<file path="config.mk">
export PLATFORM = sky130hd
export DESIGN_NAME = fixed_block_pool_allocator
export DESIGN_NICKNAME = d
export VERILOG_FILES = /design/src/fbpa_pkg.sv /design/src/fbpa_ctrl.sv /design/src/fbpa_dp.sv /design/src/fixed_block_pool_allocator.sv
export VERILOG_INCLUDE_DIRS = /design/src /design/src/src
export SDC_FILE = /design/constraint.sdc
export NUM_CORES = 2
export LEC_CHECK = 0
export BUFFER_PORTS_ARGS = -buffer_cell sky130_fd_sc_hd__buf_2
export CORE_MARGIN = 2
export CORE_UTILIZATION = 59
export DETAILED_ROUTE_END_ITERATION = 10
export GPL_TIMING_DRIVEN = 0
export PLACE_DENSITY = 0.82
export SLEW_MARGIN = 5
export SYNTH_ARGS = -nofsm -noshare
export SYNTH_HDL_FRONTEND = slang
export SYNTH_SLANG_ARGS = --single-unit
export TNS_END_PERCENT = 1
</file>
<file path="constraint.sdc">
create_clock -name clk -period 17.33 [get_ports clk]
set_clock_uncertainty 0.15 [all_clocks]
set_input_delay 0.8665 -clock clk [delete_from_list [all_inputs] [get_ports clk]]
set_output_delay 0.8665 -clock clk [all_outputs]
set_load 0.01 [all_outputs]
</file>
<file path="src/fixed_block_pool_allocator_assert.svh">
// Assertion macros for the fixed block pool allocator
`ifndef FIXED_BLOCK_POOL_ALLOCATOR_ASSERT_SVH
`define FIXED_BLOCK_POOL_ALLOCATOR_ASSERT_SVH

// same-cycle implication, disabled in reset
`define FBPA_ASSERT_IMPL(label, ante, cons) \
    label: assert property (@(posedge clk) disable iff (!rst_n) (ante) |-> (cons)) \
        else $error("fbpa assertion failed");

// next-cycle implication, disabled in reset
`define FBPA_ASSERT_NEXT(label, ante, cons) \
    label: assert property (@(posedge clk) disable iff (!rst_n) (ante) |=> (cons)) \
        else $error("fbpa assertion failed");

`endif

</file>
<file path="src/fbpa_pkg.sv">
// Shared types and constants of the fixed block pool allocator
package fbpa_pkg;

    localparam int DEF_MAX_BLOCKS = 256;
    localparam int ROW_BITS       = 16;
    localparam int ROW_SHIFT      = 4;
    localparam int ADDR_W         = 32;
    localparam int SIZE_W         = 17;
    localparam int EFF_SIZE_W     = 18;
    localparam int NBLK_W         = 9;
    localparam int STATUS_W       = 3;
    localparam int INDEX_W        = 8;
    localparam int CFG_IDX_W      = 2;

    localparam logic [CFG_IDX_W-1:0] REG_BASE  = 2'd0;
    localparam logic [CFG_IDX_W-1:0] REG_SIZE  = 2'd1;
    localparam logic [CFG_IDX_W-1:0] REG_COUNT = 2'd2;

    localparam logic [ADDR_W-1:0] BASE_RESET  = 32'd0;
    localparam logic [SIZE_W-1:0] SIZE_RESET  = 17'd64;
    localparam logic [NBLK_W-1:0] COUNT_RESET = 9'd256;

    localparam logic FUNC_ALLOC = 1'b0;
    localparam logic FUNC_FREE  = 1'b1;

    typedef enum logic [STATUS_W-1:0] {
        ST_OK       = 3'd0,
        ST_FULL     = 3'd1,
        ST_RANGE    = 3'd2,
        ST_MISALIGN = 3'd3,
        ST_FREE     = 3'd4
    } status_t;

    typedef enum logic [3:0] {
        S_CLEAR,
        S_IDLE,
        S_A_RD,
        S_A_CHK,
        S_A_MUL,
        S_A_FIN,
        S_F_SPAN,
        S_F_RANGE,
        S_F_DIV,
        S_F_RD,
        S_F_CHK
    } state_t;

    typedef struct packed {
        logic    clr_write;
        logic    load;
        logic    row_next;
        logic    rd_alloc;
        logic    alloc_write;
        logic    div_init;
        logic    div_step;
        logic    rd_free;
        logic    free_write;
        logic    res_load;
        status_t res_status;
    } dp_cmd_t;

    typedef struct packed {
        logic clr_last;
        logic found;
        logic last_row;
        logic out_range;
        logic div_last;
        logic misaligned;
        logic bit_used;
    } dp_stat_t;

endpackage

</file>
<file path="src/fbpa_ctrl.sv">
// Request sequencing state machine of the fixed block pool allocator
module fbpa_ctrl
(
    input  logic                clk,
    input  logic                rst_n,
    input  logic                start,
    input  logic                func,
    input  fbpa_pkg::dp_stat_t  stat,
    output fbpa_pkg::dp_cmd_t   cmd,
    output logic                busy
);

    fbpa_pkg::state_t state_reg;
    fbpa_pkg::state_t state_next;

    always_ff @(posedge clk or negedge rst_n)
    begin
        if (!rst_n)
        begin
            state_reg <= fbpa_pkg::S_CLEAR;
        end
        else
        begin
            state_reg <= state_next;
        end
    end

    always_comb
    begin
        state_next = state_reg;
        unique case (state_reg)
            fbpa_pkg::S_CLEAR:
            begin
                if (stat.clr_last)
                begin
                    state_next = fbpa_pkg::S_IDLE;
                end
            end
            fbpa_pkg::S_IDLE:
            begin
                if (start)
                begin
                    state_next = (func == fbpa_pkg::FUNC_FREE) ? fbpa_pkg::S_F_SPAN
                                                               : fbpa_pkg::S_A_RD;
                end
            end
            fbpa_pkg::S_A_RD:
            begin
                state_next = fbpa_pkg::S_A_CHK;
            end
            fbpa_pkg::S_A_CHK:
            begin
                if (stat.found)
                begin
                    state_next = fbpa_pkg::S_A_MUL;
                end
                else if (stat.last_row)
                begin
                    state_next = fbpa_pkg::S_IDLE;
                end
                else
                begin
                    state_next = fbpa_pkg::S_A_RD;
                end
            end
            fbpa_pkg::S_A_MUL:
            begin
                state_next = fbpa_pkg::S_A_FIN;
            end
            fbpa_pkg::S_A_FIN:
            begin
                state_next = fbpa_pkg::S_IDLE;
            end
            fbpa_pkg::S_F_SPAN:
            begin
                state_next = fbpa_pkg::S_F_RANGE;
            end
            fbpa_pkg::S_F_RANGE:
            begin
                state_next = stat.out_range ? fbpa_pkg::S_IDLE : fbpa_pkg::S_F_DIV;
            end
            fbpa_pkg::S_F_DIV:
            begin
                if (stat.div_last)
                begin
                    state_next = fbpa_pkg::S_F_RD;
                end
            end
            fbpa_pkg::S_F_RD:
            begin
                state_next = stat.misaligned ? fbpa_pkg::S_IDLE : fbpa_pkg::S_F_CHK;
            end
            fbpa_pkg::S_F_CHK:
            begin
                state_next = fbpa_pkg::S_IDLE;
            end
            default:
            begin
                state_next = fbpa_pkg::S_IDLE;
            end
        endcase
    end

    always_comb
    begin
        cmd            = '0;
        cmd.res_status = fbpa_pkg::ST_OK;
        unique case (state_reg)
            fbpa_pkg::S_CLEAR:
            begin
                cmd.clr_write = 1'b1;
            end
            fbpa_pkg::S_IDLE:
            begin
                cmd.load = start;
            end
            fbpa_pkg::S_A_RD:
            begin
                cmd.rd_alloc = 1'b1;
            end
            fbpa_pkg::S_A_CHK:
            begin
                if (stat.found)
                begin
                    cmd.alloc_write = 1'b1;
                end
                else if (stat.last_row)
                begin
                    cmd.res_load   = 1'b1;
                    cmd.res_status = fbpa_pkg::ST_FULL;
                end
                else
                begin
                    cmd.row_next = 1'b1;
                end
            end
            fbpa_pkg::S_A_MUL:
            begin
                cmd.res_status = fbpa_pkg::ST_OK;
            end
            fbpa_pkg::S_A_FIN:
            begin
                cmd.res_load   = 1'b1;
                cmd.res_status = fbpa_pkg::ST_OK;
            end
            fbpa_pkg::S_F_SPAN:
            begin
                cmd.res_status = fbpa_pkg::ST_OK;
            end
            fbpa_pkg::S_F_RANGE:
            begin
                if (stat.out_range)
                begin
                    cmd.res_load   = 1'b1;
                    cmd.res_status = fbpa_pkg::ST_RANGE;
                end
                else
                begin
                    cmd.div_init = 1'b1;
                end
            end
            fbpa_pkg::S_F_DIV:
            begin
                cmd.div_step = 1'b1;
            end
            fbpa_pkg::S_F_RD:
            begin
                if (stat.misaligned)
                begin
                    cmd.res_load   = 1'b1;
                    cmd.res_status = fbpa_pkg::ST_MISALIGN;
                end
                else
                begin
                    cmd.rd_free = 1'b1;
                end
            end
            fbpa_pkg::S_F_CHK:
            begin
                cmd.res_load = 1'b1;
                if (stat.bit_used)
                begin
                    cmd.free_write = 1'b1;
                    cmd.res_status = fbpa_pkg::ST_OK;
                end
                else
                begin
                    cmd.res_status = fbpa_pkg::ST_FREE;
                end
            end
            default:
            begin
                cmd.res_status = fbpa_pkg::ST_OK;
            end
        endcase
    end

    assign busy = (state_reg != fbpa_pkg::S_IDLE);

endmodule

</file>
<file path="src/fbpa_dp.sv">
// Datapath of the fixed block pool allocator: registers, bitmap, divider, results
module fbpa_dp
#(
    parameter int MAX_BLOCKS = fbpa_pkg::DEF_MAX_BLOCKS
)
(
    input  logic                               clk,
    input  logic                               rst_n,
    input  fbpa_pkg::dp_cmd_t                  cmd,
    output fbpa_pkg::dp_stat_t                 stat,
    input  logic                               func,
    input  logic [fbpa_pkg::ADDR_W-1:0]        address,
    input  logic                               cfg_we,
    input  logic [fbpa_pkg::CFG_IDX_W-1:0]     cfg_index,
    input  logic [fbpa_pkg::ADDR_W-1:0]        cfg_data,
    output logic                               done,
    output logic [fbpa_pkg::STATUS_W-1:0]      status,
    output logic [fbpa_pkg::ADDR_W-1:0]        block_address,
    output logic [fbpa_pkg::INDEX_W-1:0]       slot_index
);

    localparam int IDXW   = $clog2(MAX_BLOCKS);
    localparam int CW     = $clog2(MAX_BLOCKS + 1);
    localparam int ROWS   = (MAX_BLOCKS + fbpa_pkg::ROW_BITS - 1) / fbpa_pkg::ROW_BITS;
    localparam int RAW    = (ROWS > 1) ? $clog2(ROWS) : 1;
    localparam int STEP_W = $clog2(IDXW);
    localparam int PROD_W = IDXW + fbpa_pkg::EFF_SIZE_W;
    localparam int SPAN_W = CW + fbpa_pkg::EFF_SIZE_W;
    localparam int AW     = fbpa_pkg::ADDR_W;
    localparam int RB     = fbpa_pkg::ROW_BITS;

    logic [AW-1:0]                   base_reg;
    logic [fbpa_pkg::SIZE_W-1:0]     bsize_reg;
    logic [fbpa_pkg::NBLK_W-1:0]     nblk_reg;

    logic [RAW-1:0]                  clr_row_reg;
    logic [RAW-1:0]                  row_reg;
    logic                            res_valid_reg;

    logic                            func_reg;
    logic [AW-1:0]                   addr_reg;
    logic [IDXW-1:0]                 idx_reg;
    logic [PROD_W-1:0]               prod_reg;
    logic [SPAN_W-1:0]               span_reg;
    logic [AW:0]                     off_reg;
    logic [AW-1:0]                   rem_reg;
    logic [AW-1:0]                   den_reg;
    logic [IDXW-1:0]                 q_reg;
    logic [STEP_W-1:0]               step_reg;
    logic [RB-1:0]                   rd_data_reg;
    logic [fbpa_pkg::STATUS_W-1:0]   res_status_reg;
    logic [AW-1:0]                   res_addr_reg;
    logic [fbpa_pkg::INDEX_W-1:0]    res_idx_reg;

    logic [RB-1:0]                   map_mem [ROWS];

    logic [fbpa_pkg::EFF_SIZE_W-1:0] size_sum;
    logic [fbpa_pkg::EFF_SIZE_W-1:0] eff_size;
    logic [CW-1:0]                   eff_count;
    logic [31:0]                     row_base;
    logic [RB-1:0]                   avail;
    logic [fbpa_pkg::ROW_SHIFT-1:0]  pos;
    logic [fbpa_pkg::ROW_SHIFT-1:0]  bit_sel;
    logic [RAW-1:0]                  free_row;
    logic                            div_ge;
    logic                            rd_en;
    logic [RAW-1:0]                  rd_addr;
    logic                            wr_en;
    logic [RAW-1:0]                  wr_addr;
    logic [RB-1:0]                   wr_data;
    logic                            res_ok;

    always_comb
    begin
        size_sum = {1'b0, bsize_reg} + fbpa_pkg::EFF_SIZE_W'(7);
        eff_size = {size_sum[fbpa_pkg::EFF_SIZE_W-1:3], 3'b000};
        if (eff_size == '0)
        begin
            eff_size = fbpa_pkg::EFF_SIZE_W'(8);
        end
        if (32'(nblk_reg) > 32'(MAX_BLOCKS))
        begin
            eff_count = CW'(MAX_BLOCKS);
        end
        else
        begin
            eff_count = CW'(nblk_reg);
        end
    end

    always_comb
    begin
        row_base = 32'(row_reg) << fbpa_pkg::ROW_SHIFT;
        for (int j = 0; j < RB; j++)
        begin
            avail[j] = ((row_base + 32'(j)) < 32'(eff_count)) && !rd_data_reg[j];
        end
        pos = '0;
        for (int j = RB - 1; j >= 0; j--)
        begin
            if (avail[j])
            begin
                pos = fbpa_pkg::ROW_SHIFT'(j);
            end
        end
    end

    assign bit_sel  = fbpa_pkg::ROW_SHIFT'(q_reg);
    assign free_row = RAW'(q_reg >> fbpa_pkg::ROW_SHIFT);
    assign div_ge   = (rem_reg >= den_reg);

    assign stat.clr_last   = (32'(clr_row_reg) == 32'(ROWS - 1));
    assign stat.found      = |avail;
    assign stat.last_row   = ((row_base + 32'(RB)) >= 32'(eff_count));
    assign stat.out_range  = off_reg[AW] || (64'(off_reg[AW-1:0]) >= 64'(span_reg));
    assign stat.div_last   = (step_reg == '0);
    assign stat.misaligned = (rem_reg != '0);
    assign stat.bit_used   = rd_data_reg[bit_sel];

    always_comb
    begin
        rd_en   = cmd.rd_alloc || cmd.rd_free;
        rd_addr = cmd.rd_free ? free_row : row_reg;
        wr_en   = cmd.clr_write || cmd.alloc_write || cmd.free_write;
        wr_addr = clr_row_reg;
        wr_data = '0;
        if (cmd.alloc_write)
        begin
            wr_addr = row_reg;
            wr_data = rd_data_reg | (RB'(1) << pos);
        end
        else if (cmd.free_write)
        begin
            wr_addr = free_row;
            wr_data = rd_data_reg & ~(RB'(1) << bit_sel);
        end
    end

    always_ff @(posedge clk)
    begin
        if (rd_en)
        begin
            rd_data_reg <= map_mem[rd_addr];
        end
        if (wr_en)
        begin
            map_mem[wr_addr] <= wr_data;
        end
    end

    always_ff @(posedge clk or negedge rst_n)
    begin
        if (!rst_n)
        begin
            base_reg      <= fbpa_pkg::BASE_RESET;
            bsize_reg     <= fbpa_pkg::SIZE_RESET;
            nblk_reg      <= fbpa_pkg::COUNT_RESET;
            clr_row_reg   <= '0;
            row_reg       <= '0;
            res_valid_reg <= 1'b0;
        end
        else
        begin
            if (cfg_we)
            begin
                unique case (cfg_index)
                    fbpa_pkg::REG_BASE:  base_reg  <= cfg_data;
                    fbpa_pkg::REG_SIZE:  bsize_reg <= cfg_data[fbpa_pkg::SIZE_W-1:0];
                    fbpa_pkg::REG_COUNT: nblk_reg  <= cfg_data[fbpa_pkg::NBLK_W-1:0];
                    default:             base_reg  <= base_reg;
                endcase
            end
            if (cmd.clr_write)
            begin
                clr_row_reg <= clr_row_reg + RAW'(1);
            end
            if (cmd.load)
            begin
                row_reg <= '0;
            end
            else if (cmd.row_next)
            begin
                row_reg <= row_reg + RAW'(1);
            end
            res_valid_reg <= cmd.res_load;
        end
    end

    assign res_ok = (cmd.res_status == fbpa_pkg::ST_OK);

    always_ff @(posedge clk)
    begin
        prod_reg <= PROD_W'(idx_reg) * PROD_W'(eff_size);
        span_reg <= SPAN_W'(eff_count) * SPAN_W'(eff_size);
        off_reg  <= {1'b0, addr_reg} - {1'b0, base_reg};
        if (cmd.load)
        begin
            func_reg <= func;
            addr_reg <= address;
        end
        if (cmd.alloc_write)
        begin
            idx_reg <= IDXW'(row_base + 32'(pos));
        end
        if (cmd.div_init)
        begin
            rem_reg  <= off_reg[AW-1:0];
            den_reg  <= AW'(eff_size) << (IDXW - 1);
            q_reg    <= '0;
            step_reg <= STEP_W'(IDXW - 1);
        end
        else if (cmd.div_step)
        begin
            if (div_ge)
            begin
                rem_reg <= rem_reg - den_reg;
            end
            den_reg  <= den_reg >> 1;
            q_reg    <= IDXW'({q_reg, div_ge});
            step_reg <= step_reg - STEP_W'(1);
        end
        if (cmd.res_load)
        begin
            res_status_reg <= cmd.res_status;
            if (res_ok && (func_reg == fbpa_pkg::FUNC_ALLOC))
            begin
                res_addr_reg <= base_reg + AW'(prod_reg);
            end
            else
            begin
                res_addr_reg <= '0;
            end
            if (!res_ok)
            begin
                res_idx_reg <= '0;
            end
            else if (func_reg == fbpa_pkg::FUNC_ALLOC)
            begin
                res_idx_reg <= fbpa_pkg::INDEX_W'(idx_reg);
            end
            else
            begin
                res_idx_reg <= fbpa_pkg::INDEX_W'(q_reg);
            end
        end
    end

    assign done          = res_valid_reg;
    assign status        = res_status_reg;
    assign block_address = res_addr_reg;
    assign slot_index    = res_idx_reg;

endmodule

</file>
<file path="src/fixed_block_pool_allocator.sv">
// Top level of the fixed block pool allocator
// Allocate: scans 16-block bitmap rows, reading then checking each row, until a free block
// is found (then multiplies the index by the block size) or the last row is reached; free:
// checks the offset range, then finds the slot with the one-bit-per-cycle offset divider.
// One request at a time; the next is accepted while done pulses. After reset the bitmap is
// cleared one row per cycle with busy high; configuration resets to base 0, size 64, count 256.
`include "fixed_block_pool_allocator_assert.svh"

module fixed_block_pool_allocator
#(
    parameter int MAX_BLOCKS = fbpa_pkg::DEF_MAX_BLOCKS
)
(
    input  logic                               clk,
    input  logic                               rst_n,
    input  logic                               start,
    output logic                               busy,
    input  logic                               func,
    input  logic [fbpa_pkg::ADDR_W-1:0]        address,
    output logic                               done,
    output logic [fbpa_pkg::STATUS_W-1:0]      status,
    output logic [fbpa_pkg::ADDR_W-1:0]        block_address,
    output logic [fbpa_pkg::INDEX_W-1:0]       slot_index,
    input  logic                               cfg_valid,
    output logic                               cfg_ready,
    input  logic [fbpa_pkg::CFG_IDX_W-1:0]     cfg_index,
    input  logic [fbpa_pkg::ADDR_W-1:0]        cfg_data
);

    fbpa_pkg::dp_cmd_t  cmd;
    fbpa_pkg::dp_stat_t stat;

    assign cfg_ready = 1'b1;

    fbpa_ctrl u_ctrl
    (
        .clk   (clk),
        .rst_n (rst_n),
        .start (start),
        .func  (func),
        .stat  (stat),
        .cmd   (cmd),
        .busy  (busy)
    );

    fbpa_dp #(
        .MAX_BLOCKS (MAX_BLOCKS)
    ) u_dp
    (
        .clk           (clk),
        .rst_n         (rst_n),
        .cmd           (cmd),
        .stat          (stat),
        .func          (func),
        .address       (address),
        .cfg_we        (cfg_valid && cfg_ready),
        .cfg_index     (cfg_index),
        .cfg_data      (cfg_data),
        .done          (done),
        .status        (status),
        .block_address (block_address),
        .slot_index    (slot_index)
    );

    `FBPA_ASSERT_IMPL(a_done_after_busy, done, $past(busy))
    `FBPA_ASSERT_NEXT(a_start_sets_busy, start && !busy, busy)
    `FBPA_ASSERT_IMPL(a_fail_zero_addr, done && (status != fbpa_pkg::ST_OK), block_address == '0)

endmodule
</file>
==> reports/summary.txt <==
Worst Tran Pin Value: 1.21 ns
Most common cell on crit path: fa_1
Clock transition at path regs: 0.06 ns
Clock Path Buffers: 3
TNS Setup: 0 ns
Core Rows: 89
Clock Latency Late Sink: 0.63 ns
Antenna violations before repair: 3
Fmax: 118 MHz
Syn Inst Count: 3291
Pwr Density: 174 mW/mm2
Most frequent cells in the layout: 406 x edfxtp_1, 348 x inv_1, 253 x nand2_1
Main flop type after synthesis: edfxtp_1
Largest net degree at the start of global routing: 62
Final Max Tran Viols: 0
# port buffers: 115
Crit Path Max Fanout: 10
Post-synthesis xor/xnor area fraction: 3.24%
Die W: 248 um
GPL Wtd Cong: 1.01
CP Data Required Time: 17.67 ns
Fin crit period: 8.47 ns
Status: completed
Setup crit start kind: flop
Sequential fraction of design power: 28.9%
WS Path Type: reg -> reg
Clock power share: 20.0%
Crit-path leading delay family: compound AO/OA/AOI/OAI gates
Tightest Hold Check Type: in -> reg
Final Hold Viols: 0
Simple-gate share of the synthesized area: 13.0%
Average wire per standard cell: 22.3 um
Max reg flops: 256
Sequential area share after synthesis: 45.3%
CTS tree: yes
Routed via count: 26200
Adder-cell share of the synthesized area: 17.2%
Gr usage total: 31.5%
Net Sw Frac: 41.1%
Crit-path max cell delay: 0.94 ns
Crit share post-route: 48.9%
Clock Sinks: 575
Crit-path slowest cell: xnor2_1
Power Internal: 0.00402 W
CP startpoint: u_dp.bsize_reg[0]$_DFFE_PN0P_
Layout cells sized above 1: 10.1%
Residual DRC: 0
Ys async rst share: 12.3%
Number of synthesized flops with an enable pin: 406
Max_cap viols: 0
Ys Warns: 0
Most common cell after layout, fill and taps aside: edfxtp_1
Mapped cell area: 0.0352 mm2
Antenna viol nets, final: 0
Crit path arrival time: 8.81 ns
Initial Util: 59.6%
Nets: 3929
Hold_sp: address[8]
Post-CTS Repair Setup Buffers: 0
Register area: 0.0159 mm2
First-pass GRT wire length: 146000 um
Sw power: 0.00281 W
Pleak: 16.6 nW
Drt total wl: 95800 um
Vias/cell: 6.09
Seq cells post-synth: 575
I/O pin count: 117
# setup viols final: 0
Post-CTS sizing: 0
RSZ-0062 raised after global routing: no
Synth-to-layout area growth: 11.4%
Fillcell total: 4412
WP buf/inv: 4
Number of global-route vias before repair: 26000
Top post-synthesis cells by area: edfxtp_1 35%, fa_1 9.8%, ha_1 7.3%, dfxtp_1 5.6%, dfrtp_1 4.9%
Critical R2R Launch: u_dp.bsize_reg[0]$_DFFE_PN0P_
GR Overflow Total: 0
Core area: 0.0590 mm2
Pre-CTS worst setup slack: 9.10 ns
Mux share of post-synthesis cell area: 3.63%
Initial DRC count: 2383
Crit. End Element: flop
Die Y-Extent: 248 um
VDD IR-drop max: 0.221 mV
Synth unique cells: 79
Largest area contributor in the netlist: edfxtp_1
Slew headroom: 18.8%
Dpl hpwl: 72400 um
TritonRoute pass-1 iters: 6
Worst Slack Setup Final: 8.86 ns
Root buffer cell: clkbuf_16
Synth Area in Compound Gates: 12.3%
Post-synth top area share: 34.6%
Die area: 0.0616 mm2
Combinational power share: 51.1%
H-Tree Depth: 2
Syn_area_per_cell: 10.7 um2
Area occupied by multi-input gates: 0.0176 mm2
Main combinational cell family by area after synthesis: adder cells
Hold-fix buffers, CTS: 1
Mapped Nets: 3741
Inserted Clock Buffers: 60
-- through the flow --
step,power (W),hold WS (ns),cell area [um2],utilization (%),std cells
2_1_floorplan,0.00447,0.291,35200,-,3291
3_3_place_gp,0.00531,0.302,36700,62.2,4179
3_5_place_dp,0.00541,0.312,37000,62.7,4189
4_1_cts,0.00680,0.238,39200,66.4,4302
5_1_grt,0.00735,0.254,39200,66.4,4302
6_report,0.00684,0.259,39200,66.4,4303
-- routing by layer --
| layer | global-route usage, % | vias to the layer above | wire length, um |
|---|---|---|---|
| li1 | - | 11900 | - |
| met1 | 39.1 | 12700 | 36000 |
| met2 | 52.1 | 1289 | 45300 |
| met3 | 4.73 | 365 | 7700 |
| met4 | 19.7 | 4 | 6740 |
| met5 | 0 | - | 30 |
-- layout make-up --
cell class                 instances  area share, %
multi-input combinational       2238           44.8
sequential                       575           40.6
clock buffer                      80           4.57
inverter                         348           3.33
tap                              773           2.47
timing repair buffer             126           1.87
buffer                           130           1.47
clock inverter                    32          0.858
antenna                            1        0.00638
-- Yosys cell counts (44+ instances only) --
library cell and instances:
a21oi_1 205, nor2b_1 137, nand2_1 254, o21ai_0 126, dfxtp_1 98, nor2_1 235
nand3_1 45, dfrtp_1 69, fa_1 173, edfxtp_1 406, inv_1 348, mux2i_1 78
a211oi_1 128, a21o_1 44, and2_1 72, xnor2_1 90, ha_1 206, clkbuf_1 91
-- power by group through the flow --
| stage | registers (W) | clock network, W | logic (W) |
|---|---|---|---|
| after global routing | 0.00199 | 0.00143 | 0.00392 |
| after floorplan | 0.00192 | 0 | 0.00254 |
| after detailed placement | 0.00199 | 0 | 0.00342 |
| final | 0.00197 | 0.00137 | 0.00349 |
| after global placement | 0.00199 | 0 | 0.00332 |
| after CTS | 0.00197 | 0.00138 | 0.00345 |
-- logic make-up (layout without fill, tap and decap cells) --
group | after synthesis | after routing
flops | 575 | 575
xor+xnor | 130 | 130
fa+ha+maj | 379 | 379
simple gates | 932 | 932
buf+inv | 478 | 716
compound gates | 681 | 681
mux | 115 | 115
other cells | 1 | 2
-- final timing paths --
check	depth (start not counted)	slack, ns	end
setup reg to reg	26	8.86	u_dp.span_reg[26]$_DFF_P_
hold reg to reg	2	0.32	u_dp.den_reg[0]$_SDFFE_PP0P_
min in group asynchronous	2	0.48	u_dp.base_reg[25]$_DFFE_PN0P_
max in group asynchronous	3	15.92	u_dp.nblk_reg[8]$_DFFE_PN1P_
setup / recovery	26	8.86	u_dp.span_reg[26]$_DFF_P_
hold / removal	1	0.26	u_dp.addr_reg[8]$_DFFE_PP_
Power figures use the tool's default switching activity.
